**config.mk**
```make
export PLATFORM = sky130hd
export DESIGN_NAME = cpc_post
export DESIGN_NICKNAME = d
export VERILOG_FILES = /design/src/hdl/cpc_pkg.sv /design/src/hdl/cpc_post.sv
export SDC_FILE = /design/constraint.sdc
export NUM_CORES = 1
export LEC_CHECK = 0
export BUFFER_PORTS_ARGS = -buffer_cell sky130_fd_sc_hd__buf_2
export CORE_MARGIN = 2
export CORE_UTILIZATION = 58
export CTS_CLUSTER_DIAMETER = 100
export DETAILED_ROUTE_END_ITERATION = 12
export PLACE_DENSITY = 0.9
export SYNTH_ARGS = -nofsm -noshare
export SYNTH_HDL_FRONTEND = slang
export SYNTH_SLANG_ARGS = --single-unit
export TNS_END_PERCENT = 5
```
**constraint.sdc**
```tcl
create_clock -name i_clk -period 7.35 [get_ports i_clk]
set_clock_uncertainty 0.15 [all_clocks]
set_input_delay 1.47 -clock i_clk [delete_from_list [all_inputs] [get_ports i_clk]]
set_output_delay 1.47 -clock i_clk [all_outputs]
set_load 0.01 [all_outputs]
```
**src/hdl/cpc_pkg.sv**
```systemverilog
// Shared types, constants and the arctangent table for the cartesian/polar converter.
`default_nettype none

package cpc_pkg;

    localparam int CPC_COORD_BITS      = 16;
    localparam int CPC_ROTATION_STAGES = 16;
    localparam int CPC_GUARD_BITS      = 16;
    localparam int CPC_ANGLE_BITS      = 32;
    // datapath width: coordinate, guard fraction, CORDIC growth and sign
    localparam int CPC_DATA_BITS       = CPC_COORD_BITS + CPC_GUARD_BITS + 3;

    // 1/K in Q0.32
    localparam logic [CPC_ANGLE_BITS-1:0] CPC_INV_GAIN     = 32'h9B74_EDA8;
    localparam logic [CPC_ANGLE_BITS-1:0] CPC_HALF_TURN    = 32'h8000_0000;
    localparam logic [CPC_ANGLE_BITS-1:0] CPC_QUARTER_TURN = 32'h4000_0000;

    typedef enum logic {
        CPC_TO_POLAR = 1'b0,
        CPC_TO_CART  = 1'b1
    } t_cpc_func;

    typedef struct packed {
        t_cpc_func                          func;
        logic signed [CPC_COORD_BITS-1:0]   in_x;
        logic signed [CPC_COORD_BITS-1:0]   in_y;
        logic        [CPC_COORD_BITS-1:0]   in_magnitude;
        logic signed [CPC_COORD_BITS-1:0]   in_angle;
    } t_cpc_in;

    typedef struct packed {
        logic        [CPC_COORD_BITS-1:0]   out_magnitude;
        logic signed [CPC_COORD_BITS-1:0]   out_angle;
        logic signed [CPC_COORD_BITS-1:0]   out_x;
        logic signed [CPC_COORD_BITS-1:0]   out_y;
    } t_cpc_out;

    // control that travels with each item down the pipeline
    typedef struct packed {
        logic      valid;
        t_cpc_func func;
        logic      origin;
    } t_cpc_ctl;

    // atan(2^-i) as a 32-bit binary angle
    function automatic logic [CPC_ANGLE_BITS-1:0] cpc_atan(input logic [4:0] idx);
        logic [CPC_ANGLE_BITS-1:0] v;
        case (idx)
            5'd0:    v = 32'h2000_0000;
            5'd1:    v = 32'h12E4_051E;
            5'd2:    v = 32'h09FB_385B;
            5'd3:    v = 32'h0511_11D4;
            5'd4:    v = 32'h028B_0D43;
            5'd5:    v = 32'h0145_D7E1;
            5'd6:    v = 32'h00A2_F61E;
            5'd7:    v = 32'h0051_7C55;
            5'd8:    v = 32'h0028_BE53;
            5'd9:    v = 32'h0014_5F2F;
            5'd10:   v = 32'h000A_2F98;
            5'd11:   v = 32'h0005_17CC;
            5'd12:   v = 32'h0002_8BE6;
            5'd13:   v = 32'h0001_45F3;
            5'd14:   v = 32'h0000_A2FA;
            5'd15:   v = 32'h0000_517D;
            5'd16:   v = 32'h0000_28BE;
            5'd17:   v = 32'h0000_145F;
            5'd18:   v = 32'h0000_0A30;
            5'd19:   v = 32'h0000_0518;
            5'd20:   v = 32'h0000_028C;
            5'd21:   v = 32'h0000_0146;
            5'd22:   v = 32'h0000_00A3;
            5'd23:   v = 32'h0000_0051;
            5'd24:   v = 32'h0000_0029;
            5'd25:   v = 32'h0000_0014;
            5'd26:   v = 32'h0000_000A;
            5'd27:   v = 32'h0000_0005;
            5'd28:   v = 32'h0000_0003;
            5'd29:   v = 32'h0000_0001;
            5'd30:   v = 32'h0000_0001;
            default: v = 32'h0000_0000;
        endcase
        return v;
    endfunction

endpackage

`default_nettype wire

```
**src/hdl/cpc_post.sv**
```systemverilog
// Output stages: gain compensation, angle rounding, truncation and saturation.
`default_nettype none

module cpc_post (
    input  wire logic                                     i_clk,
    input  wire logic                                     i_rst_n,
    input  wire logic                                     i_en,
    input  wire cpc_pkg::t_cpc_ctl                        i_ctl,
    input  wire logic signed [cpc_pkg::CPC_DATA_BITS-1:0] i_x,
    input  wire logic signed [cpc_pkg::CPC_DATA_BITS-1:0] i_y,
    input  wire logic        [cpc_pkg::CPC_ANGLE_BITS-1:0] i_z,
    output logic                                          o_valid,
    output cpc_pkg::t_cpc_out                             o_data
);
    import cpc_pkg::*;

    localparam int DW = CPC_DATA_BITS;
    localparam int AW = CPC_ANGLE_BITS;
    localparam int CB = CPC_COORD_BITS;
    localparam int GB = CPC_GUARD_BITS;
    localparam int XL = (DW - 1) / 2;          // low slice of the magnitude
    localparam int XH = DW - 1 - XL;           // high slice
    localparam int PW = DW - 1 + AW;           // combined product width
    localparam int MW = PW - AW - GB;          // integer magnitude width
    localparam int TW = DW - GB;               // truncated coordinate width
    localparam int ANG_SHIFT = AW - CB;
    localparam logic [AW:0] ANG_HALF = ((AW+1)'(1) << ANG_SHIFT) >> 1;
    localparam logic signed [DW-1:0] FRAC_MASK = DW'({GB{1'b1}});
    localparam logic signed [TW-1:0] SAT_HI = {{(TW-CB+1){1'b0}}, {(CB-1){1'b1}}};
    localparam logic signed [TW-1:0] SAT_LO = ~SAT_HI;

    // stage 1
    logic        [XH+AW-1:0] c_ph;
    logic        [XL+AW-1:0] c_pl;
    logic signed [DW-1:0]    c_bx, c_by, c_sx, c_sy;
    logic        [AW-1:0]    c_zr;
    t_cpc_ctl                r1_ctl;
    logic        [XH+AW-1:0] r1_ph;
    logic        [XL+AW-1:0] r1_pl;
    logic signed [TW-1:0]    r1_tx, r1_ty;
    logic        [CB-1:0]    r1_ang;

    // stage 2
    logic signed [CB-1:0]    n2_x, n2_y;
    t_cpc_ctl                r2_ctl;
    logic        [PW-1:0]    r2_sum;
    logic signed [CB-1:0]    r2_x, r2_y;
    logic        [CB-1:0]    r2_ang;

    // stage 3
    logic        [MW-1:0]    c_mag;
    t_cpc_out                n3_out;
    logic                    r3_valid;
    t_cpc_out                r3_out;

    always_comb begin
        // x is never negative after vectoring; split it for two narrow multipliers
        c_ph = (XH+AW)'(i_x[DW-2:XL]) * (XH+AW)'(CPC_INV_GAIN);
        c_pl = (XL+AW)'(i_x[XL-1:0]) * (XL+AW)'(CPC_INV_GAIN);
        // truncate toward zero: bias negatives before the floor shift
        c_bx = i_x[DW-1] ? FRAC_MASK : '0;
        c_by = i_y[DW-1] ? FRAC_MASK : '0;
        c_sx = (i_x + c_bx) >>> GB;
        c_sy = (i_y + c_by) >>> GB;
        c_zr = i_z + ANG_HALF[AW-1:0];
    end

    always_ff @(posedge i_clk) begin
        if (!i_rst_n) begin
            r1_ctl <= '0;
            r2_ctl <= '0;
            r3_valid <= 1'b0;
        end else if (i_en) begin
            r1_ctl   <= i_ctl;
            r2_ctl   <= r1_ctl;
            r3_valid <= r2_ctl.valid;
        end
    end

    always_ff @(posedge i_clk) begin
        if (i_en) begin
            r1_ph  <= c_ph;
            r1_pl  <= c_pl;
            r1_tx  <= c_sx[TW-1:0];
            r1_ty  <= c_sy[TW-1:0];
            r1_ang <= c_zr[AW-1:ANG_SHIFT];
        end
    end

    always_comb begin
        if (r1_tx > SAT_HI) begin
            n2_x = SAT_HI[CB-1:0];
        end else if (r1_tx < SAT_LO) begin
            n2_x = SAT_LO[CB-1:0];
        end else begin
            n2_x = r1_tx[CB-1:0];
        end
        if (r1_ty > SAT_HI) begin
            n2_y = SAT_HI[CB-1:0];
        end else if (r1_ty < SAT_LO) begin
            n2_y = SAT_LO[CB-1:0];
        end else begin
            n2_y = r1_ty[CB-1:0];
        end
    end

    always_ff @(posedge i_clk) begin
        if (i_en) begin
            r2_sum <= (PW'(r1_ph) << XL) + PW'(r1_pl);
            r2_x   <= n2_x;
            r2_y   <= n2_y;
            r2_ang <= r1_ang;
        end
    end

    always_comb begin
        c_mag  = r2_sum[PW-1:AW+GB];
        n3_out = '0;
        if (r2_ctl.func == CPC_TO_CART) begin
            n3_out.out_x = r2_x;
            n3_out.out_y = r2_y;
        end else if (!r2_ctl.origin) begin
            if (c_mag[MW-1:CB] != '0) begin
                n3_out.out_magnitude = '1;
            end else begin
                n3_out.out_magnitude = c_mag[CB-1:0];
            end
            n3_out.out_angle = r2_ang;
        end
    end

    always_ff @(posedge i_clk) begin
        if (i_en) begin
            r3_out <= n3_out;
        end
    end

    assign o_valid = r3_valid;
    assign o_data  = r3_out;

endmodule

`default_nettype wire

```
==> results of run 1 <==
## critical path, stage by stage
cell      delay [ns]
buf_2           0.15
buf_4           0.20
ha_1            0.25
xor2_1          0.20
ha_1            0.19
or2_2           0.33
fa_1            0.51
fa_1            0.53
fa_1            0.55
inv_1           0.06
fa_1            0.53
inv_1           0.04
ha_1            0.33
and3_2          0.22
a2111o_1        0.41
a21o_1          0.19
a21oi_1         0.23
o22ai_1         0.15
a211oi_1        0.36
o31ai_1         0.15
xor2_1          0.15
## metrics by stage
step / hold WS, ns / setup WS [ns] / instance area (sq um) / instances / TNS [ns]
6_report: 0.267 / 0.291 / 33400 / 3770 / 0
5_1_grt: 0.282 / 0.0401 / 33400 / 3769 / 0
4_1_cts: 0.270 / 0.336 / 33400 / 3767 / 0
3_5_place_dp: 0.255 / -0.219 / 32600 / 3719 / -2.33
3_3_place_gp: 0.250 / -0.141 / 32600 / 3719 / -1.19
2_1_floorplan: 0.250 / 0.325 / 29000 / 2662 / 0
## synth_stat cells, types with 5 or more instances
| master | number | area (sq um) |
|---|---|---|
| or2_2 | 10 | 62.6 |
| xor2_1 | 48 | 420 |
| nand3_1 | 44 | 220 |
| fa_1 | 391 | 7830 |
| o21a_1 | 58 | 435 |
| nor3_1 | 22 | 110 |
| and4_1 | 9 | 78.8 |
| mux2i_1 | 10 | 100 |
| nand2b_1 | 11 | 68.8 |
| o31ai_1 | 7 | 52.6 |
| a211o_1 | 6 | 52.6 |
| nand4_1 | 31 | 194 |
| a221oi_1 | 6 | 52.6 |
| dfxtp_1 | 7 | 140 |
| a21o_1 | 56 | 420 |
| a21oi_1 | 106 | 531 |
| ha_1 | 371 | 4640 |
| nand2_1 | 94 | 353 |
| a31oi_1 | 13 | 81.3 |
| a211oi_1 | 12 | 90.1 |
| nor2_1 | 62 | 233 |
| clkbuf_1 | 30 | 113 |
| a31o_2 | 5 | 43.8 |
| and3_1 | 27 | 169 |
| and2_1 | 57 | 357 |
| o21ai_0 | 50 | 250 |
| xnor2_1 | 84 | 736 |
| nor2b_1 | 19 | 119 |
| edfxtp_1 | 259 | 7780 |
| o211ai_1 | 14 | 105 |
| o21bai_1 | 11 | 82.6 |
| inv_1 | 658 | 2470 |
## layer usage
layer | vias to the layer above | wire (um) | part of all wire, % | GRT usage (%)
met5 | - | 0 | 0 | 0
met4 | 0 | 2030 | 2.8 | 8.26
met3 | 116 | 6530 | 8.9 | 6.05
met2 | 893 | 33900 | 46 | 47.0
met1 | 10452 | 30900 | 42 | 41.0
li1 | 9587 | - | - | -
## cell type report
type                       count  area share, %
clock buffer                  36           2.28
antenna                        3         0.0224
timing repair buffer         427           8.51
clock inverter                12          0.340
multi-input combinational   1704           55.3
tap                          664           2.48
sequential                   266           23.7
inverter                     658           7.38
## flip-flops by register name, summed over array words and instances, names as in the netlist
| name | flops |
|---|---|
| o_data | 64 |
| o_valid | 1 |
| r1_ang | 16 |
| r1_ctl | 3 |
| r1_ph | 46 |
| r1_pl | 29 |
| r1_tx | 19 |
| r1_ty | 19 |
| r2_ang | 16 |
| r2_ctl | 3 |
| r2_sum | 18 |
| r2_x | 16 |
| r2_y | 16 |
## how the worst min path moves through the flow
stage	to	slack (ns)	depth (start not counted)
5_1_grt	r2_ang[10]$_DFFE_PP_	0.28	0
3_3_place_gp	r2_ang[5]$_DFFE_PP_	0.25	0
6_report	r2_ang[2]$_DFFE_PP_	0.27	0
3_5_place_dp	r2_ang[2]$_DFFE_PP_	0.25	0
2_1_floorplan	r2_ang[0]$_DFFE_PP_	0.25	0
4_1_cts	r2_ang[2]$_DFFE_PP_	0.27	0
## cell families (layout without fill, tap and decap cells)
kind of cell	after synthesis	in the layout	synth area share, %
other	0	3	0
DFF	266	266	27.3
AOI/OAI and AO/OA	392	392	9.08
and+or+nand+nor	408	408	7.34
xor gates and xnor gates	132	132	3.98
muxes	10	10	0.345
adders and majority gates	762	762	43.0
buffers and inverters	692	1133	8.99
==> impl_metrics.env, run 1 <==
export IMPL_clk_latency_ns=0.57
export IMPL_core_area_sq_mm=0.0492
export IMPL_grt_max_degree=203
export IMPL_grt_pass1_wl_um=117000
export IMPL_postCtsSetupBuffers=0
export IMPL_cts_tree="built"
export IMPL_post_route_util_pct=68.0
export IMPL_rrSetupSlack_ns=4.01
export IMPL_clockBufferDepth=3
export IMPL_cts_clk_slew_worst_paths_ns=0.06
export IMPL_register_area_sq_mm=0.00792
export IMPL_avgSynthCellArea_sq_um=10.9
export IMPL_drc_errors=0
export IMPL_critPathKind="input port to register"
export IMPL_synthesis_area_sq_mm=0.0290
export IMPL_fmax_mhz=142
export IMPL_die_x_um=228
export IMPL_slew_headroom_pct=26.0
export IMPL_io_pins=173
export IMPL_die_h_um=228
export IMPL_grt_use_total_pct=29.4
export IMPL_crit_fanout=7
export IMPL_drt_pass1_iterations=5
export IMPL_cts_buffers=27
export IMPL_tightest_slew_ns=1.11
export IMPL_startpoint_type="input port"
export IMPL_cts_resized=0
export IMPL_max_cap_violations=0
export IMPL_totalWireLength_um=73400
export IMPL_setup_viol=0
export IMPL_cts_root_buf="clkbuf_16"
export IMPL_rr_worst_depth=9
export IMPL_synth_distinct_cells=72
export IMPL_initial_utilization_pct=59.0
export IMPL_area_delta_synth_final_pct=15.3
export IMPL_synth_seq_area_share_pct=27.3
export IMPL_io_buffers=157
export IMPL_drive_gt1_share_pct=16.1
export IMPL_finalMaxSlewViolations=0
export IMPL_endpoint="r1_ph[46]$_DFFE_PP_"
export IMPL_syn_num_nets=3532
export IMPL_synthArstFlopShare_pct=0
export IMPL_gp_congestion=1.01
export IMPL_ctsHoldBuffers=0
export IMPL_endpoint_kind="register"
export IMPL_final_common_cell="inv_1"
export IMPL_finalHoldViolations=0
export IMPL_die_area_sq_mm=0.0518
export IMPL_rows=81
export IMPL_rsz0062_at_grt="no"
export IMPL_critPathRequiredTime_ns=7.51
export IMPL_crit_start="i_x[31]"
export IMPL_final_period_utilization_pct=96.0
export IMPL_synth_enable_flop_cells=259
export IMPL_synth_seq_cells=266
export IMPL_multi_input_area_sq_mm=0.0185
export IMPL_vias=21048
export IMPL_final_cell_mix="inv_1, fa_1, ha_1"
export IMPL_yosysWarnings=0
export IMPL_layout_min_cycle_time_ns=7.06
export IMPL_finish_net_count=3954
export IMPL_drtAntennaViolNets=0
export IMPL_synthCells=2662
export IMPL_antenna_found_initial=2
export IMPL_r2r_start="r1_ph[5]$_DFFE_PP_"
export IMPL_status="completed"
export IMPL_min_path_type="register to register"
export IMPL_grt_overflow_total=0
export IMPL_dp_hpwl_um=62200
export IMPL_cp_arrival_ns=7.21
export IMPL_ys_flop_type="edfxtp_1"
export IMPL_drtIter0Drc=1721
export IMPL_hp_start="r1_ang[2]$_DFFE_PP_"
export IMPL_htreeDepth=1
export IMPL_cts_sinks=266
export IMPL_grt_pass1_vias=22280
export IMPL_drt_vias_per_instance=5.58
export IMPL_nFillCells=3469
export IMPL_detail_route_wl_per_cell_um=19.5
export IMPL_timing_rr_end="r2_sum[50]$_DFFE_PP_"
Power of run 1 is left out: the tool's default activity adds up to more than one toggle a clock period on the data nets, which glitch-free logic cannot reach.
==> run 2: changes to the inputs <==
==> constraint.sdc (replaced) <==
create_clock -name i_clk -period 7.35 [get_ports i_clk]
set_clock_uncertainty 0.15 [all_clocks]
set_input_delay 1.1025 -clock i_clk [delete_from_list [all_inputs] [get_ports i_clk]]
set_output_delay 1.1025 -clock i_clk [all_outputs]
set_load 0.01 [all_outputs]
==> impl_metrics.env, run 2 (synthesis results as in run 1) <==
export IMPL_grt_pass1_vias=20966
export IMPL_grt_pass1_wl_um=115000
export IMPL_grt_max_degree=191
export IMPL_grt_use_total_pct=29.3
export IMPL_clockBufferDepth=3
export IMPL_timing_rr_end="r2_sum[50]$_DFFE_PP_"
export IMPL_cts_clk_slew_worst_paths_ns=0.07
export IMPL_dp_cells=3556
export IMPL_endpoint="r1_pl[41]$_DFFE_PP_"
export IMPL_cts_sinks=266
export IMPL_area_delta_synth_final_pct=11.1
export IMPL_setup_viol=0
export IMPL_vias=20281
export IMPL_die_h_um=228
export IMPL_fin_ws_ns=0.328
export IMPL_max_cap_violations=0
export IMPL_totalWireLength_um=73100
export IMPL_min_path_type="register to register"
export IMPL_final_common_cell="inv_1"
export IMPL_dp_hpwl_um=61700
export IMPL_antenna_found_initial=2
export IMPL_drtAntennaViolNets=0
export IMPL_cts_resized=0
export IMPL_rr_worst_depth=9
export IMPL_io_buffers=157
export IMPL_drc_errors=0
export IMPL_grt_overflow_total=0
export IMPL_nFillCells=3690
export IMPL_crit_fanout=9
export IMPL_fin_hold_ws_ns=0.269
export IMPL_drt_vias_per_instance=5.62
export IMPL_die_area_sq_mm=0.0518
export IMPL_cts_buffers=26
export IMPL_core_area_sq_mm=0.0492
export IMPL_register_area_sq_mm=0.00792
export IMPL_drtIter0Drc=1878
export IMPL_rows=81
export IMPL_finish_net_count=3790
export IMPL_cp_arrival_ns=7.17
export IMPL_finalHoldViolations=0
export IMPL_ctsHoldBuffers=0
export IMPL_status="completed"
export IMPL_rrSetupSlack_ns=3.98
export IMPL_final_cell_mix="inv_1, fa_1, ha_1"
export IMPL_clk_latency_ns=0.56
export IMPL_slew_headroom_pct=29.5
export IMPL_finalMaxSlewViolations=0
export IMPL_io_pins=173
export IMPL_final_period_utilization_pct=95.5
export IMPL_postCtsSetupBuffers=0
export IMPL_critPathKind="input port to register"
export IMPL_largest_reg_flops=64
export IMPL_multi_input_area_sq_mm=0.0185
export IMPL_fin_setup_tns_ns=0
export IMPL_gp_congestion=0.992
export IMPL_rsz0062_at_grt="no"
export IMPL_initial_utilization_pct=59.0
export IMPL_startpoint_type="input port"
export IMPL_die_x_um=228
export IMPL_drive_gt1_share_pct=11.4
export IMPL_endpoint_kind="register"
export IMPL_detail_route_wl_per_cell_um=20.3
export IMPL_htreeDepth=1
export IMPL_layout_min_cycle_time_ns=7.02
export IMPL_place_ws_ns=-0.0574
export IMPL_critPathRequiredTime_ns=7.50
export IMPL_finalNonFillerCells=3606
export IMPL_cts_root_buf="clkbuf_16"
export IMPL_tightest_slew_ns=1.05
export IMPL_drt_pass1_iterations=8
export IMPL_cts_tree="built"
export IMPL_crit_start="i_x[6]"
export IMPL_r2r_start="r1_ph[5]$_DFFE_PP_"
export IMPL_fmax_mhz=142
run 2: cell count changes in the layout (fill, tap and decap cells not counted), sizes merged:
cell      previous run  this run
buf                427       264
bufinv               1         2
clkinvlp             0         1
clkbuf              36        38
diode                3         2
clkinv               8         4
run 2: final cells by class:
class	instances	area share (%)
Sequential cell	266	24.6
Clock inverter	10	0.396
Tap cell	664	2.58
Multi-Input combinational cell	1704	57.4
Timing Repair Buffer	264	5.00
Clock buffer	38	2.44
Inverter	658	7.66
Antenna cell	2	0.0155
run 2: how the worst min path moves through the flow:
stage,endpoint,cells after the start,slack (ns),start
after floorplan,r2_ang[0]$_DFFE_PP_,0,0.25,r1_ang[0]$_DFFE_PP_
after global placement,r2_ang[5]$_DFFE_PP_,0,0.25,r1_ang[5]$_DFFE_PP_
after detailed placement,r2_ang[1]$_DFFE_PP_,0,0.25,r1_ang[1]$_DFFE_PP_
after CTS,r2_ang[5]$_DFFE_PP_,0,0.27,r1_ang[5]$_DFFE_PP_
after global routing,r2_ang[15]$_DFFE_PP_,0,0.28,r1_ang[15]$_DFFE_PP_
final,r2_ang[2]$_DFFE_PP_,0,0.27,r1_ang[2]$_DFFE_PP_
run 2: worst max-delay path: stages:
cell     delay, ns
buf_2         0.27
inv_1         0.13
ha_1          0.32
inv_1         0.06
fa_1          0.48
inv_1         0.05
fa_1          0.42
fa_1          0.51
inv_1         0.05
fa_1          0.57
inv_1         0.06
fa_1          0.53
inv_1         0.06
ha_1          0.35
a21oi_1       0.19
o21ai_0       0.16
a22oi_1       0.34
nor3b_1       0.26
a21oi_1       0.17
o21ai_1       0.60
o21ai_0       0.26
xor2_1        0.19
run 2: metal layers:
| metal | vias to the layer above | GRT usage [%] | wire [um] |
|---|---|---|---|
| met1 | 10075 | 43.4 | 32700 |
| met3 | 96 | 5.90 | 6240 |
| met4 | 0 | 5.65 | 1390 |
| li1 | 9269 | - | - |
| met5 | - | 0 | 0 |
| met2 | 841 | 45.4 | 32800 |
run 2: per-stage QoR:
step           utilization, %  instance area (sq um)
3_3_place_gp             63.7                  31300
3_5_place_dp             63.7                  31300
5_1_grt                  65.6                  32200
6_report                 65.6                  32200
2_1_floorplan               -                  29000
4_1_cts                  65.6                  32200
Power of run 2 is left out for the same reason.
==> run 3: changes to the inputs <==
--- a/config.mk
+++ b/config.mk
@@ -6,6 +6,7 @@
 export NUM_CORES = 1
 export LEC_CHECK = 0
 export BUFFER_PORTS_ARGS = -buffer_cell sky130_fd_sc_hd__buf_2
+export CORE_ASPECT_RATIO = 0.8
 export CORE_MARGIN = 2
 export CORE_UTILIZATION = 58
 export CTS_CLUSTER_DIAMETER = 100
==> impl_metrics.env, run 3 (synthesis results as in run 1) <==
export IMPL_ctsHoldBuffers=0
export IMPL_nFillCells=3778
export IMPL_antenna_found_initial=0
export IMPL_crit_path_frequent_cell="fa_1"
export IMPL_dp_hpwl_um=58800
export IMPL_status="completed"
export IMPL_cts_resized=0
export IMPL_finalMaxSlewViolations=0
export IMPL_postCtsSetupBuffers=0
export IMPL_endpoint_kind="register"
export IMPL_drt_vias_per_instance=5.57
export IMPL_finish_net_count=3763
export IMPL_slew_headroom_pct=28.5
export IMPL_critPathKind="input port to register"
export IMPL_layout_min_cycle_time_ns=6.90
export IMPL_cts_buffers=24
export IMPL_final_common_cell="inv_1"
export IMPL_largest_reg_flops=64
export IMPL_fin_area_sq_mm=0.0319
export IMPL_cp_cell_sequence="buf_2 > inv_1 > ha_1 > inv_1 > buf_4 > fa_1 > fa_1 > fa_1 > fa_1 > inv_1 > fa_1 > inv_1 > ha_1 > a21oi_1 > o21ai_0 > a22oi_1 > nor3b_1 > a21oi_1 > o21ai_1 > o21ai_0 > xor2_1"
export IMPL_cp_slowest_stage_delay_ns=0.60
export IMPL_rows=73
export IMPL_max_cap_violations=0
export IMPL_cts_sinks=266
export IMPL_drtAntennaViolNets=0
export IMPL_critPathRequiredTime_ns=7.50
export IMPL_core_area_sq_mm=0.0495
export IMPL_critPathSlowestCell="o21ai_1"
export IMPL_final_cell_mix="inv_1, fa_1, ha_1"
export IMPL_crit_buf_inv=6
export IMPL_cts_clk_slew_worst_paths_ns=0.07
export IMPL_gp_congestion=1.01
export IMPL_clockBufferDepth=3
export IMPL_min_path_type="register to register"
export IMPL_grt_pass1_vias=20343
export IMPL_fmax_mhz=145
export IMPL_clk_latency_ns=0.56
export IMPL_detail_route_wl_per_cell_um=19.5
export IMPL_die_h_um=204
export IMPL_setup_viol=0
export IMPL_vias=19954
export IMPL_startpoint_type="input port"
export IMPL_die_area_sq_mm=0.0518
export IMPL_tightest_slew_ns=1.07
export IMPL_critPathTopFamily="adder cells"
export IMPL_finalHoldViolations=0
export IMPL_area_delta_synth_final_pct=9.99
export IMPL_drt_pass1_iterations=5
export IMPL_totalWireLength_um=70000
export IMPL_io_buffers=157
export IMPL_drc_errors=0
export IMPL_drtIter0Drc=1757
export IMPL_die_x_um=254
export IMPL_cp_arrival_ns=7.05
export IMPL_crit_fanout=9
export IMPL_drive_gt1_share_pct=10.4
export IMPL_fin_setup_tns_ns=0
export IMPL_io_pins=173
export IMPL_grt_use_total_pct=27.9
export IMPL_htreeDepth=1
export IMPL_initial_utilization_pct=58.6
export IMPL_cts_tree="built"
export IMPL_final_period_utilization_pct=93.8
export IMPL_grt_overflow_total=0
export IMPL_diodes=0
export IMPL_cts_root_buf="clkbuf_16"
export IMPL_rsz0062_at_grt="no"
export IMPL_finalNonFillerCells=3585
export IMPL_grt_max_degree=142
export IMPL_dp_cells=3542
export IMPL_grt_pass1_wl_um=111000
export IMPL_postPlaceCellArea_sq_mm=0.0311
## run 3: cell types whose count changed in the layout (fill, tap and decap cells not counted), sizes merged
cell / delta
clkinv: +5
diode: -2
inv: -3
buf: -25
clkbuf: -8
clkinvlp: +1
## run 3: stage by stage
stage                     hold slack (ns)  setup WS [ns]  utilization [%]
after floorplan                     0.250          0.692                -
after global placement              0.251          0.146             62.9
after detailed placement            0.255         0.0893             62.9
after CTS                           0.270          0.619             64.5
after global routing                0.277          0.185             64.5
final                               0.270          0.455             64.5
## run 3: final cells by class
type	instances	area, sq um	share of cell area [%]
clock buffer	30	633	1.98
clock inverter	13	133	0.416
multi-input combinational	1704	18500	57.9
sequential	266	7920	24.8
timing repair buffer	239	1420	4.46
tap	675	845	2.65
inverter	658	2470	7.74
## run 3: worst paths after layout
kind	start	depth (start not counted)	endpoint	slack (ns)
hold / removal	r1_ang[12]$_DFFE_PP_	0	r2_ang[12]$_DFFE_PP_	0.27
setup reg to reg	r1_ph[5]$_DFFE_PP_	9	r2_sum[50]$_DFFE_PP_	3.89
hold reg to reg	r1_ang[12]$_DFFE_PP_	0	r2_ang[12]$_DFFE_PP_	0.27
setup / recovery	i_x[6]	21	r1_pl[41]$_DFFE_PP_	0.45
## run 3: per-layer routing
layer	routed length, um	part of all wire (%)	GRT usage, %	up-vias
li1	-	-	-	9202
met1	30500	44	40.6	9771
met2	30000	43	41.2	887
met3	7920	11	8.61	94
met4	1620	2.3	6.03	0
met5	0	0	0	-
Power of run 3 is left out for the same reason.
