**src/hdl/cpc_pkg.sv**
```systemverilog
// Shared types, constants and the arctangent table for the cartesian/polar converter.
`default_nettype none

package cpc_pkg;

    localparam int CPC_COORD_BITS      = 16;
    localparam int CPC_ROTATION_STAGES = 16;
    localparam int CPC_GUARD_BITS      = 16;
    localparam int CPC_ANGLE_BITS      = 32;
    // datapath width: coordinate, guard fraction, CORDIC growth and sign
    localparam int CPC_DATA_BITS       = CPC_COORD_BITS + CPC_GUARD_BITS + 3;

    // 1/K in Q0.32
    localparam logic [CPC_ANGLE_BITS-1:0] CPC_INV_GAIN     = 32'h9B74_EDA8;
    localparam logic [CPC_ANGLE_BITS-1:0] CPC_HALF_TURN    = 32'h8000_0000;
    localparam logic [CPC_ANGLE_BITS-1:0] CPC_QUARTER_TURN = 32'h4000_0000;

    typedef enum logic {
        CPC_TO_POLAR = 1'b0,
        CPC_TO_CART  = 1'b1
    } t_cpc_func;

    typedef struct packed {
        t_cpc_func                          func;
        logic signed [CPC_COORD_BITS-1:0]   in_x;
        logic signed [CPC_COORD_BITS-1:0]   in_y;
        logic        [CPC_COORD_BITS-1:0]   in_magnitude;
        logic signed [CPC_COORD_BITS-1:0]   in_angle;
    } t_cpc_in;

    typedef struct packed {
        logic        [CPC_COORD_BITS-1:0]   out_magnitude;
        logic signed [CPC_COORD_BITS-1:0]   out_angle;
        logic signed [CPC_COORD_BITS-1:0]   out_x;
        logic signed [CPC_COORD_BITS-1:0]   out_y;
    } t_cpc_out;

    // control that travels with each item down the pipeline
    typedef struct packed {
        logic      valid;
        t_cpc_func func;
        logic      origin;
    } t_cpc_ctl;

    // atan(2^-i) as a 32-bit binary angle
    function automatic logic [CPC_ANGLE_BITS-1:0] cpc_atan(input logic [4:0] idx);
        logic [CPC_ANGLE_BITS-1:0] v;
        case (idx)
            5'd0:    v = 32'h2000_0000;
            5'd1:    v = 32'h12E4_051E;
            5'd2:    v = 32'h09FB_385B;
            5'd3:    v = 32'h0511_11D4;
            5'd4:    v = 32'h028B_0D43;
            5'd5:    v = 32'h0145_D7E1;
            5'd6:    v = 32'h00A2_F61E;
            5'd7:    v = 32'h0051_7C55;
            5'd8:    v = 32'h0028_BE53;
            5'd9:    v = 32'h0014_5F2F;
            5'd10:   v = 32'h000A_2F98;
            5'd11:   v = 32'h0005_17CC;
            5'd12:   v = 32'h0002_8BE6;
            5'd13:   v = 32'h0001_45F3;
            5'd14:   v = 32'h0000_A2FA;
            5'd15:   v = 32'h0000_517D;
            5'd16:   v = 32'h0000_28BE;
            5'd17:   v = 32'h0000_145F;
            5'd18:   v = 32'h0000_0A30;
            5'd19:   v = 32'h0000_0518;
            5'd20:   v = 32'h0000_028C;
            5'd21:   v = 32'h0000_0146;
            5'd22:   v = 32'h0000_00A3;
            5'd23:   v = 32'h0000_0051;
            5'd24:   v = 32'h0000_0029;
            5'd25:   v = 32'h0000_0014;
            5'd26:   v = 32'h0000_000A;
            5'd27:   v = 32'h0000_0005;
            5'd28:   v = 32'h0000_0003;
            5'd29:   v = 32'h0000_0001;
            5'd30:   v = 32'h0000_0001;
            default: v = 32'h0000_0000;
        endcase
        return v;
    endfunction

endpackage

`default_nettype wire

```
**src/hdl/cpc_rot.sv**
```systemverilog
// One CORDIC micro-rotation stage, registered.
`default_nettype none

module cpc_rot #(
    parameter int STAGE = 0
) (
    input  wire logic                                     i_clk,
    input  wire logic                                     i_rst_n,
    input  wire logic                                     i_en,
    input  wire cpc_pkg::t_cpc_ctl                        i_ctl,
    input  wire logic signed [cpc_pkg::CPC_DATA_BITS-1:0] i_x,
    input  wire logic signed [cpc_pkg::CPC_DATA_BITS-1:0] i_y,
    input  wire logic        [cpc_pkg::CPC_ANGLE_BITS-1:0] i_z,
    output cpc_pkg::t_cpc_ctl                             o_ctl,
    output logic signed [cpc_pkg::CPC_DATA_BITS-1:0]      o_x,
    output logic signed [cpc_pkg::CPC_DATA_BITS-1:0]      o_y,
    output logic        [cpc_pkg::CPC_ANGLE_BITS-1:0]     o_z
);
    import cpc_pkg::*;

    localparam int DW = CPC_DATA_BITS;
    localparam int AW = CPC_ANGLE_BITS;
    localparam logic [AW-1:0] ATAN = cpc_atan(5'(STAGE));

    logic                 c_cw;
    logic signed [DW-1:0] c_dx, c_dy, n_x, n_y;
    logic        [AW-1:0] n_z;

    t_cpc_ctl             r_ctl;
    logic signed [DW-1:0] r_x, r_y;
    logic        [AW-1:0] r_z;

    always_comb begin
        c_dx = i_y >>> STAGE;
        c_dy = i_x >>> STAGE;
        // vectoring drives y to zero, rotation drives the residual angle to zero
        if (i_ctl.func == CPC_TO_CART) begin
            c_cw = i_z[AW-1];
        end else begin
            c_cw = !i_y[DW-1];
        end
        if (c_cw) begin
            n_x = i_x + c_dx;
            n_y = i_y - c_dy;
            n_z = i_z + ATAN;
        end else begin
            n_x = i_x - c_dx;
            n_y = i_y + c_dy;
            n_z = i_z - ATAN;
        end
    end

    always_ff @(posedge i_clk) begin
        if (!i_rst_n) begin
            r_ctl <= '0;
        end else if (i_en) begin
            r_ctl <= i_ctl;
        end
    end

    always_ff @(posedge i_clk) begin
        if (i_en) begin
            r_x <= n_x;
            r_y <= n_y;
            r_z <= n_z;
        end
    end

    assign o_ctl = r_ctl;
    assign o_x   = r_x;
    assign o_y   = r_y;
    assign o_z   = r_z;

endmodule

`default_nettype wire

```
**config.mk**
```make
export PLATFORM = sky130hd
export DESIGN_NAME = cpc_rot
export DESIGN_NICKNAME = d
export VERILOG_FILES = /design/src/hdl/cpc_pkg.sv /design/src/hdl/cpc_rot.sv
export SDC_FILE = /design/constraint.sdc
export NUM_CORES = 1
export LEC_CHECK = 0
export ABC_AREA = 1
export BUFFER_PORTS_ARGS = -buffer_cell sky130_fd_sc_hd__buf_2
export CELL_PAD_IN_SITES_DETAIL_PLACEMENT = 0
export CELL_PAD_IN_SITES_GLOBAL_PLACEMENT = 1
export CORE_ASPECT_RATIO = 1.2
export CORE_MARGIN = 4
export CORE_UTILIZATION = 30
export CTS_CLUSTER_DIAMETER = 50
export CTS_CLUSTER_SIZE = 10
export DETAILED_ROUTE_END_ITERATION = 12
export GPL_TIMING_DRIVEN = 1
export PLACE_DENSITY_LB_ADDON = 0.08
export REMOVE_ABC_BUFFERS = 1
export SLEW_MARGIN = 15
export SYNTH_ARGS = -nofsm -noshare
export SYNTH_HDL_FRONTEND = slang
export SYNTH_SLANG_ARGS = --single-unit
```
**constraint.sdc**
```tcl
create_clock -name i_clk -period 2.5 [get_ports i_clk]
set_input_delay 0.25 -clock i_clk [delete_from_list [all_inputs] [get_ports i_clk]]
set_output_delay 0.25 -clock i_clk [all_outputs]
set_load 0.02 [all_outputs]
```
==> results of run 1 <==
## kinds of logic after synthesis
| logic type | after synthesis | synth area share, % |
|---|---|---|
| fa+ha+maj | 108 | 12.39 |
| mux | 2 | 0.1796 |
| flops | 104 | 27.74 |
| compound gates | 249 | 12.07 |
| buf+inv | 339 | 12.80 |
| xor+xnor | 36 | 2.828 |
| simple gates | 840 | 31.98 |
## through the flow
step / hold WS (ns) / total power (µW)
2_1_floorplan: 0.3489 / 4051
3_3_place_gp: 0.4259 / 5539
3_5_place_dp: 0.4283 / 5547
4_1_cts: 0.0004087 / 7192
5_1_grt: 0.008406 / 7572
6_report: 0.02889 / 7055
## state kept, by name, summed over array words and instances, names as in the netlist
signal and cells:
o_x 35, o_y 34, o_z 32, o_ctl 3
## critical path, stage by stage
cell and delay, ns:
buf_2 0.13, inv_1 0.05, ha_1 0.47, a21oi_1 0.37, o21ai_0 0.24, a21oi_1 0.22
nand2_1 0.21, nand2_1 0.14, nand3_1 0.07, nand3_1 0.09, nand2_1 0.06
## cells in the final DEF, fill, tap and decap left out, types with 3 or more instances in the layout
cell | synthesis | routed
o21ai_1 | 5 | 4
o21ai_0 | 81 | 81
inv_6 | 0 | 3
buf_2 | 10 | 211
nand2_1 | 494 | 494
dlygate4sd3_1 | 0 | 23
nand3_1 | 144 | 144
and2_1 | 4 | 4
inv_1 | 289 | 288
inv_2 | 4 | 5
fa_1 | 4 | 4
nand2_2 | 13 | 13
edfxtp_1 | 101 | 101
nor2_1 | 129 | 129
nor3_1 | 10 | 10
buf_4 | 21 | 207
dfxtp_1 | 3 | 3
xor2_1 | 35 | 35
a21oi_1 | 126 | 126
ha_1 | 104 | 104
clkinv_8 | 0 | 3
clkbuf_16 | 0 | 9
nor2_2 | 15 | 15
o21bai_1 | 24 | 24
nand4_1 | 13 | 13
buf_12 | 0 | 5
o21ai_2 | 4 | 4
a31oi_1 | 3 | 3
nand3_2 | 5 | 5
## cell type report
type	count	area, µm²
Clock inverter	7	91.34
Fill cell	4130	22120
Sequential cell	104	3093
Clock buffer	9	225.2
Timing Repair Buffer	446	2940
Multi-Input combinational cell	1235	6640
Tap cell	474	593.1
Inverter	293	1100
## how the worst max path moves through the flow
stage                     startpoint                end  slack, ns  cells after the start
final                        i_x[10]  o_y[31]$_DFFE_PP_       0.36                     11
after global routing         i_x[11]  o_y[30]$_DFFE_PP_       0.20                     14
after CTS                    i_x[10]  o_y[31]$_DFFE_PP_       0.38                     12
after detailed placement     i_x[10]  o_y[31]$_DFFE_PP_      -0.07                     12
after global placement       i_x[10]  o_y[31]$_DFFE_PP_      -0.04                     12
after floorplan             i_ctl[1]  o_x[17]$_DFFE_PP_      -2.34                      4
## power breakdown
part / internal [µW] / switching (µW)
sequential: 2210 / 54.6
clock: 726 / 829
combinational: 1210 / 2030
total: 4140 / 2910
## per-layer routing
layer,wire length [µm],vias up,global-route usage [%],share of wire [%]
li1,-,6163,-,-
met1,19140,5383,26.85,43
met2,22130,299,39.08,49
met3,2198,46,3.714,4.9
met4,1405,0,7.372,3.1
met5,0,-,0,0
## repair_timing
action / CTS / global route
hold endpoints to repair: 23 / 0
hold buffers: 23 / 0
setup buffers: 0 / 0
==> summary.txt, run 1 <==
Power
  – Max IR drop VDD: 366.0 µV
  – Cell Pwr Density: 480.5 nW/µm²
  – Lkg Pwr: 0.007823 µW

Setup path
  – WS Path Type: in -> reg
  – Critical path data required time: 2.66 ns
  – FF-to-FF End: o_ctl[0]$_SDFFE_PN0P_
  – Crit-path max FO: 8
  – Endpoint type of the worst setup path: register
  – Critical Path Start Type: input port
  – Worst Path Arrival: 2.31 ns
  – Worst r2r src: o_ctl[0]$_SDFFE_PN0P_
  – Worst-case reg-to-reg path depth: 2
  – R2R setup slack: 1.86 ns

Drt
  – Vias: 11891
  – Initial DRC Count: 648
  – Pre-antenna DRT Iters: 6
  – Post-route ant nets: 0
  – Residual DRC: 0
  – WL/cell: 17.47 µm
  – Via density: 4.630
  – Routed Wire Length: 44870 µm

Finish
  – Final Util: 39.90%
  – Inserted Diodes: 0
  – Finished Layout Cells: 2568
  – Final instance area: 14680 µm²
  – Share of post-route cells with drive strength above 1: 23.50%
  – Final #Nets: 2305
  – Area Overhead vs Synth: 31.69%

Hold path
  – Min-Delay Path Depth: 1
  – Hold Path Origin: i_z[8]
  – Worst hold path class: in -> reg
  – Worst min-delay path endpoint: o_z[8]$_DFFE_PP_

Global route
  – Largest net degree at the start of global routing: 71
  – Antenna violations before repair: 0
  – First-pass GRT wire length: 66930 µm
  – Vias in the first global route: 11741
  – Global Route Usage Sum: 21.99%
  – Total grt overflow: 0

Timing
  – Fin worst setup slack: 0.3560 ns
  – Fin. max-slew vios: 0
  – Skew final: 0 ns
  – Worst slew margin: 56.86%
  – Fin crit share: 85.76%
  – Post-route minimum period: 2.144 ns
  – Max Clk Rate: 0.4664 GHz
  – Worst slew pin tran: 0.6462 ns
  – Final Hold Fails: 0
  – Final setup fails: 0
  – Setup repair after global routing missed its margin: false
  – Setup TNS: 0 ns

Flow run
  – MaxCap Viol Count: 0

Clock tree
  – CTS Buf Count: 9
  – CTS Sinks: 104
  – H-tree Lvls: 3
  – Bufs on Longest Clock Path: 2
  – Clock Latency Late Sink: 0.39 ns
  – CTS tree: yes
  – PostCTS Resize Cnt: 0
  – Clock root cell: clkbuf_16
  – Clock transition at path regs: 0.09 ns

Placement
  – Buffers on Ports: 212
  – DP Worst Slack: -0.07412 ns
  – Final HPWL DP: 38850 µm
  – Placed cell count: 2529
  – GP Congestion: 0.9181
  – Placed cell area: 14140 µm²

Yosys
  – Cell taking the most area after synthesis: edfxtp_1
  – Share of the synthesized area in the top cell type: 27.20%
  – Main synth FF type: edfxtp_1
  – Post-synth EDFFs: 101
  – Main area contributors after synthesis: edfxtp_1 (27%), nand2_1 (17%), ha_1 (12%)
  – Async set or reset register ratio after synthesis: 0%
  – Post-synthesis sequential area ratio: 27.74%
  – Register bit total from synthesis: 104
  – Netlist Area Pre-Place: 11150 µm²
  – Top-count cell post-synth: nand2_1
  – Top post-synthesis cells by count: nand2_1 (494), inv_1 (289), nand3_1 (144)
  – Distinct cell type count after synthesis: 44
  – YS warnings: 0
  – Syn Inst Count: 1678
  – Avg Inst Size Synth: 6.644 µm²

Die
  – IO Pins: 213
  – Die Ht: 219.2 µm
  – Die area: 40330 µm²
  – Initial core utilization: 30.30%
  – Die X: 184.0 µm
  – Core ar.: 36800 µm²
  – Row count: 77

Outcome
  – Status: complete, no violations
(Power assumes the default switching activity.)
==> run 2, diff against run 1 <==
--- a/config.mk
+++ b/config.mk
@@ -5,7 +5,6 @@
 export SDC_FILE = /design/constraint.sdc
 export NUM_CORES = 1
 export LEC_CHECK = 0
-export ABC_AREA = 1
 export BUFFER_PORTS_ARGS = -buffer_cell sky130_fd_sc_hd__buf_2
 export CELL_PAD_IN_SITES_DETAIL_PLACEMENT = 0
 export CELL_PAD_IN_SITES_GLOBAL_PLACEMENT = 1
==> run 2 against run 1 <==
Combinational power increased by 4%. Count of clock-buffer cells in the layout up 1. Critical path depth increased by 3. Total power up 2.5%. Clock skew unchanged. Synthesized cell count fell by 37%. Via count is 20% lower. Largest cell class unchanged. Core utilization grew 5.9 points. Setup slack got worse by 0.33 ns. Synthesized area decreased by 15%. Design area down 3.8%. Sequential share of layout area rose by 0.83 points.
==> summary.txt, run 2 <==
Finish
  – Commonest non-fill, non-tap cell in the layout: buf_4 (was nand2_1)
  – Inserted Diodes: 0 (unchanged)
  – Final instance area: 14120 µm² (was 14680 µm²)
  – Final #Nets: 1749 (was 2305)
  – Fillers: 3187 (was 4130)
  – Reg area: 3093 µm² (unchanged)
  – Area of the multi-input gates: 6301 µm² (was 6640 µm²)
  – Share of post-route cells with drive strength above 1: 43.04% (was 23.50%)
  – Area Overhead vs Synth: 49.33% (was 31.69%)
  – Max reg flops: 35 (unchanged)
  – Most frequent cells in the layout: buf_4 (294), buf_2 (200), a21oi_1 (117), edfxtp_1 (101), inv_1 (95) (was nand2_1 (494), inv_1 (288), buf_2 (211), buf_4 (207), nand3_1 (144))

Timing
  – Fin worst setup slack: 0.02529 ns (was 0.3560 ns)
  – Setup repair after global routing missed its margin: true (was false)
  – Final Hold Fails: 0 (unchanged)
  – Setup TNS: 0 ns (unchanged)
  – Max Clk Rate: 0.4041 GHz (was 0.4664 GHz)
  – Worst slew margin: 61.39% (was 56.86%)
  – Worst slew pin tran: 0.5792 ns (was 0.6462 ns)
  – Fin crit share: 98.99% (was 85.76%)
  – Worst Hold Slack: 0.05155 ns (was 0.02889 ns)
  – Fin. max-slew vios: 0 (unchanged)
  – Final setup fails: 0 (unchanged)
  – Post-route minimum period: 2.475 ns (was 2.144 ns)
  – Skew final: 0 ns (unchanged)

Yosys
  – Avg Inst Size Synth: 8.966 µm² (was 6.644 µm²)
  – Cell taking the most area after synthesis: edfxtp_1 (unchanged)
  – Distinct cell type count after synthesis: 86 (was 44)
  – Main synth FF type: edfxtp_1 (unchanged)
  – Main area contributors after synthesis: edfxtp_1 (32%), ha_1 (14%), a21oi_1 (6.8%) (was edfxtp_1 (27%), nand2_1 (17%), ha_1 (12%))
  – Post-synth EDFFs: 101 (unchanged)
  – Register bit total from synthesis: 104 (unchanged)
  – Top-count cell post-synth: a21oi_1 (was nand2_1)
  – Async set or reset register ratio after synthesis: 0% (unchanged)
  – Share of the synthesized area in the top cell type: 32.06% (was 27.20%)
  – Post-synthesis sequential area ratio: 32.70% (was 27.74%)
  – Syn Inst Count: 1055 (was 1678)
  – Netlist Area Pre-Place: 9459 µm² (was 11150 µm²)
  – YS warnings: 0 (unchanged)
  – Top post-synthesis cells by count: a21oi_1 (128), ha_1 (104), inv_1 (102) (was nand2_1 (494), inv_1 (289), nand3_1 (144))

Clock tree
  – Clock transition at path regs: 0.09 ns (about the same)
  – CTS Buf Count: 9 (unchanged)
  – Clock root cell: clkbuf_16 (unchanged)
  – H-tree Lvls: 3 (unchanged)
  – Bufs on Longest Clock Path: 2 (unchanged)
  – CTS tree: yes (unchanged)
  – Clock Latency Late Sink: 0.36 ns (was 0.39 ns)
  – CTS Sinks: 104 (unchanged)

Setup path
  – Endpoint type of the worst setup path: register (unchanged)
  – Worst-case reg-to-reg path depth: 2 (unchanged)
  – Worst r2r src: o_ctl[0]$_SDFFE_PN0P_ (unchanged)
  – Critical path data required time: 2.62 ns (was 2.66 ns)
  – WS Path Type: in -> reg (unchanged)
  – Crit-path max FO: 3 (was 8)
  – Start point of the critical path: i_y[6] (was i_x[10])
  – Critical Path Start Type: input port (unchanged)
  – Worst Path Arrival: 2.59 ns (was 2.31 ns)

Placement
  – DP Worst Slack: -0.8353 ns (was -0.07412 ns)
  – Placed cell area: 13000 µm² (was 14140 µm²)
  – Final HPWL DP: 30010 µm (was 38850 µm)
  – Buffers on Ports: 212 (unchanged)
  – GP Congestion: 0.8865 (was 0.9181)

Die
  – Row count: 70 (was 77)
  – Initial core utilization: 30.68% (was 30.30%)
  – Die X: 170.1 µm (was 184.0 µm)
  – IO Pins: 213 (unchanged)
  – Core ar.: 30830 µm² (was 36800 µm²)
  – Die area: 34450 µm² (was 40330 µm²)
  – Die Ht: 202.5 µm (was 219.2 µm)

Drt
  – Post-route ant nets: 0 (unchanged)
  – Pre-antenna DRT Iters: 4 (was 6)
  – Residual DRC: 0 (unchanged)
  – WL/cell: 19.03 µm (was 17.47 µm)
  – Initial DRC Count: 505 (was 648)
  – Routed Wire Length: 36800 µm (was 44870 µm)
  – Via density: 4.925 (was 4.630)
  – Vias: 9524 (was 11891)

Power
  – Lkg Pwr: 0.006367 µW (was 0.007823 µW)
  – Max IR drop VDD: 285.1 µV (was 366.0 µV)
  – Cell Pwr Density: 512.1 nW/µm² (was 480.5 nW/µm²)

Hold path
  – Hold Path Origin: i_z[26] (was i_z[8])
  – Worst hold path class: in -> reg (unchanged)
  – Min-Delay Path Depth: 1 (unchanged)

Global route
  – Largest net degree at the start of global routing: 77 (was 71)
  – Total grt overflow: 0 (unchanged)
  – Antenna violations before repair: 0 (unchanged)
  – Global Route Usage Sum: 20.55% (was 21.99%)
  – Vias in the first global route: 9764 (was 11741)
  – First-pass GRT wire length: 55090 µm (was 66930 µm)

Flow run
  – MaxCap Viol Count: 0 (unchanged)

Outcome
  – Status: complete, no violations (unchanged)
[run 2: cell count changes after synthesis, sizes merged, moves of 29 or more]
cell | before | now
xnor2 | 1 | 62
nand2 | 509 | 54
nand3 | 149 | 13
xor2 | 35 | 6
nor2 | 144 | 80
inv | 293 | 105
[run 2: critical path, stage by stage]
cell       delay [ns]
buf_6            0.10
buf_6            0.11
ha_4             0.15
buf_6            0.11
a2111oi_4        0.38
a21oi_4          0.13
a211oi_2         0.24
buf_4            0.17
a21oi_4          0.05
o41a_1           0.32
buf_6            0.14
a31oi_4          0.18
o32ai_2          0.10
xnor2_1          0.14
[run 2: cell families after synthesis]
| kind of cell | after synthesis | share of synthesized area, % |
|---|---|---|
| simple gates | 248 | 12.94 |
| compound gates | 345 | 23.82 |
| mux | 25 | 2.646 |
| fa+ha+maj | 108 | 14.60 |
| flops | 104 | 32.70 |
| xor+xnor | 68 | 6.296 |
| buf+inv | 157 | 6.997 |
[run 2: area by class of cell]
cell class / count / share of cell area (%)
Timing Repair Buffer: 517 / 24.91
Tap cell: 396 / 3.508
Clock inverter: 6 / 0.4783
Clock buffer: 10 / 1.692
Sequential cell: 104 / 21.90
Multi-Input combinational cell: 794 / 44.61
Inverter: 107 / 2.905
[run 2: what timing repair did]
item                                    4_1_cts  5_1_grt
endpoints found under the hold margin         0        0
buffers inserted                              8        9
gates resized for setup                      74       81
pin swaps                                    25       62
cloned                                        0        0
endpoints found under the setup margin       38       34
hold buffers                                  0        0
[run 2: path summary, 6_finish.rpt]
kind | end | slack [ns]
max | o_x[31]$_DFFE_PP_ | 0.03
min | o_z[26]$_DFFE_PP_ | 0.05
max reg2reg | o_ctl[0]$_SDFFE_PN0P_ | 1.90
min reg2reg | o_ctl[2]$_SDFFE_PN0P_ | 0.52
[run 2: power breakdown]
group	internal, µW	total [µW]	switching, µW
combinational	1470	3370	1900
clock	745	1550	805
sequential	2250	2320	65.0
[run 2: metal layers]
layer,routed length (µm),up-vias,GRT usage (%)
met5,0,-,0
met4,1367,0,7.646
met3,1095,70,2.084
met2,19330,205,38.17
met1,15010,4513,24.14
li1,-,4736,-
[run 2: per-stage QoR]
| stage | std cells | total power, µW | utilization [%] |
|---|---|---|---|
| after detailed placement | 1902 | 5494 | 42.18 |
| after CTS | 1925 | 7171 | 44.36 |
| final | 1934 | 7233 | 45.82 |
| after global placement | 1902 | 5498 | 42.18 |
| after floorplan | 1005 | 4005 | - |
| after global routing | 1934 | 7643 | 45.82 |
==> run 3, diff against run 2 <==
--- a/config.mk
+++ b/config.mk
@@ -17,6 +17,7 @@
 export GPL_TIMING_DRIVEN = 1
 export PLACE_DENSITY_LB_ADDON = 0.08
 export REMOVE_ABC_BUFFERS = 1
+export SETUP_SLACK_MARGIN = 0.2
 export SLEW_MARGIN = 15
 export SYNTH_ARGS = -nofsm -noshare
 export SYNTH_HDL_FRONTEND = slang
==> run 3 against run 2 <==
Wire length grew 1.4%. Total power grew 2.3%. Fmax grew 0.19%. Non-clock buffer count grew 17. Via count grew 0.91%. Die area is the same. Core utilization grew 1.6 points. First-iteration DRC count shrank 16%. Hold slack lost 0.00063 ns. Critical endpoint is now o_x[34]$_DFFE_PP_. Largest power group unchanged.
==> summary.txt, run 3 (synthesized netlist as in run 2, its figures left out) <==
Setup path
  – WS Path Type: in -> reg (unchanged)
  – Worst Path Arrival: 2.58 ns (was 2.59 ns)
  – Endpoint type of the worst setup path: register (unchanged)
  – Crit-path max FO: 4 (was 3)
  – Critical path data required time: 2.61 ns (was 2.62 ns)
  – Critical Path Start Type: input port (unchanged)
  – R2R setup slack: 1.90 ns (about the same)

Finish
  – Area Overhead vs Synth: 54.48% (was 49.33%)
  – Finished Layout Cells: 1951 (was 1934)
  – Max reg flops: 35 (unchanged)
  – Final #Nets: 1766 (was 1749)
  – Most frequent cells in the layout: buf_4 (293), buf_2 (197), a21oi_1 (109), edfxtp_1 (101), inv_1 (93) (was buf_4 (294), buf_2 (200), a21oi_1 (117), edfxtp_1 (101), inv_1 (95))
  – Fillers: 3143 (was 3187)
  – Share of post-route cells with drive strength above 1: 46.05% (was 43.04%)
  – Commonest non-fill, non-tap cell in the layout: buf_4 (unchanged)
  – Inserted Diodes: 0 (unchanged)

Timing
  – Setup repair after global routing missed its margin: true (unchanged)
  – Fin. max-slew vios: 0 (unchanged)
  – Worst slew margin: 60.98% (was 61.39%)
  – Post-route minimum period: 2.470 ns (was 2.475 ns)
  – Fin worst setup slack: 0.02994 ns (was 0.02529 ns)
  – Worst slew pin tran: 0.5854 ns (was 0.5792 ns)
  – Max Clk Rate: 0.4048 GHz (was 0.4041 GHz)
  – Fin crit share: 98.80% (was 98.99%)
  – Skew final: 0 ns (unchanged)
  – Final Hold Fails: 0 (unchanged)
  – Setup TNS: 0 ns (unchanged)
  – Final setup fails: 0 (unchanged)
  – Worst Hold Slack: 0.05092 ns (was 0.05155 ns)

Outcome
  – Status: complete, no violations (unchanged)

Clock tree
  – Clock Latency Late Sink: 0.36 ns (about the same)
  – Bufs on Longest Clock Path: 2 (unchanged)
  – Clock transition at path regs: 0.09 ns (about the same)
  – CTS tree: yes (unchanged)
  – CTS Buf Count: 9 (unchanged)
  – Clock root cell: clkbuf_16 (unchanged)
  – CTS Hold Buffers Added: 0 (unchanged)
  – H-tree Lvls: 3 (unchanged)
  – CTS Sinks: 104 (unchanged)

Drt
  – Post-route ant nets: 0 (unchanged)
  – Via density: 4.926 (was 4.925)
  – WL/cell: 19.13 µm (was 19.03 µm)
  – Routed Wire Length: 37330 µm (was 36800 µm)
  – Vias: 9611 (was 9524)
  – Highest routed layer: met4 (unchanged)
  – Met2 WL post-DR: 19810 µm (was 19330 µm)
  – Routed length on met3: 1091 µm (was 1095 µm)
  – Initial DRC Count: 422 (was 505)
  – Residual DRC: 0 (unchanged)
  – Pre-antenna DRT Iters: 5 (was 4)
  – M1 WL: 15170 µm (was 15010 µm)

Global route
  – Vias in the first global route: 9854 (was 9764)
  – Antenna violations before repair: 0 (unchanged)
  – First-pass GRT wire length: 55750 µm (was 55090 µm)
  – Total grt overflow: 0 (unchanged)
  – Largest net degree at the start of global routing: 77 (unchanged)
  – Global Route Usage Sum: 20.74% (was 20.55%)

Die
  – Die X: 170.1 µm (unchanged)
  – Die area: 34450 µm² (unchanged)
  – Core ar.: 30830 µm² (unchanged)
  – Row count: 70 (unchanged)
  – Die Ht: 202.5 µm (unchanged)
  – Initial core utilization: 30.68% (unchanged)
  – IO Pins: 213 (unchanged)

Power
  – Lkg Pwr: 0.006529 µW (was 0.006367 µW)
  – Flop pwr share: 31.3% (was 32.0%)
  – Max IR drop VDD: 284.9 µV (was 285.1 µV)
  – Cell Pwr Density: 506.2 nW/µm² (was 512.1 nW/µm²)
  – Net Sw Frac: 38.32% (was 38.28%)
  – Total power: 7398 µW (was 7233 µW)
  – Clk pwr share: 20.9% (was 21.4%)
  – P_sw: 2835 µW (was 2769 µW)
  – Int Pwr: 4562 µW (was 4465 µW)
  – Comb power frac: 47.8% (was 46.5%)

Hold path
  – Worst hold path class: in -> reg (unchanged)

Placement
  – DP Worst Slack: -0.8353 ns (unchanged)
  – Placed cell count: 1902 (unchanged)
  – GP Congestion: 0.8865 (unchanged)
  – Final HPWL DP: 30010 µm (unchanged)
  – Buffers on Ports: 212 (unchanged)

Flow run
  – MaxCap Viol Count: 0 (unchanged)
==> run 3: cell types whose count changed in the layout (fill, tap and decap cells not counted), sizes merged <==
| cell | change |
|---|---|
| buf | +17 |
| clkinvlp | +1 |
| inv | -1 |
==> run 3: layer usage <==
metal  vias to the layer above  GRT usage (%)
li1                       4779              -
met1                      4566          24.31
met2                       203          38.81
met3                        63          2.103
met4                         0          7.275
met5                         -              0
==> run 3: path summary, 6_finish.rpt <==
kind / endpoint / startpoint / depth (start not counted)
setup / recovery: o_x[34]$_DFFE_PP_ / i_x[5] / 15
hold / removal: o_z[26]$_DFFE_PP_ / i_z[26] / 1
setup reg to reg: o_ctl[0]$_SDFFE_PN0P_ / o_ctl[0]$_SDFFE_PN0P_ / 2
hold reg to reg: o_ctl[2]$_SDFFE_PN0P_ / o_ctl[2]$_SDFFE_PN0P_ / 2
==> run 3: timing repair <==
action | 4_1_cts | 5_1_grt
gates resized for setup | 120 | 126
pin swaps | 44 | 70
setup endpoints to repair | 45 | 47
buffers inserted | 16 | 17
==> run 3: through the flow <==
step | util (%) | area, µm²
after floorplan | - | 9199
after global routing | 47.40 | 14610
after detailed placement | 42.18 | 13000
after CTS | 45.24 | 13950
final | 47.40 | 14610
after global placement | 42.18 | 13000
==> run 3: power groups by stage <==
stage / clock network (µW) / logic (µW) / registers, µW
finish: 1550 / 3530 / 2320
CTS: 1600 / 3330 / 2320
global placement: 0 / 3140 / 2360
floorplan: 0 / 1300 / 2700
detailed placement: 0 / 3130 / 2360
global route: 1670 / 3800 / 2340
==> run 3: area by class of cell <==
cell class              count  area, µm²  share of cell area (%)
flip-flops and latches    104       3093                   21.17
multi-input cells         794       6534                   44.71
well taps                 396      495.5                   3.391
repair buffers            534       3765                   25.76
clock inverters             6      67.56                  0.4624
inverters                 107      419.2                   2.868
clock buffers              10      239.0                   1.635
==> run 3: critical path: stages <==
cell and delay, ns:
buf_6 0.07, inv_2 0.03, ha_4 0.29, and2b_4 0.21, buf_6 0.11, a211oi_2 0.15
buf_4 0.16, a21oi_4 0.07, o21ai_4 0.21, nor3_2 0.08, a311oi_2 0.26, buf_4 0.19
o21ai_4 0.10, a211oi_2 0.29, xnor2_1 0.10
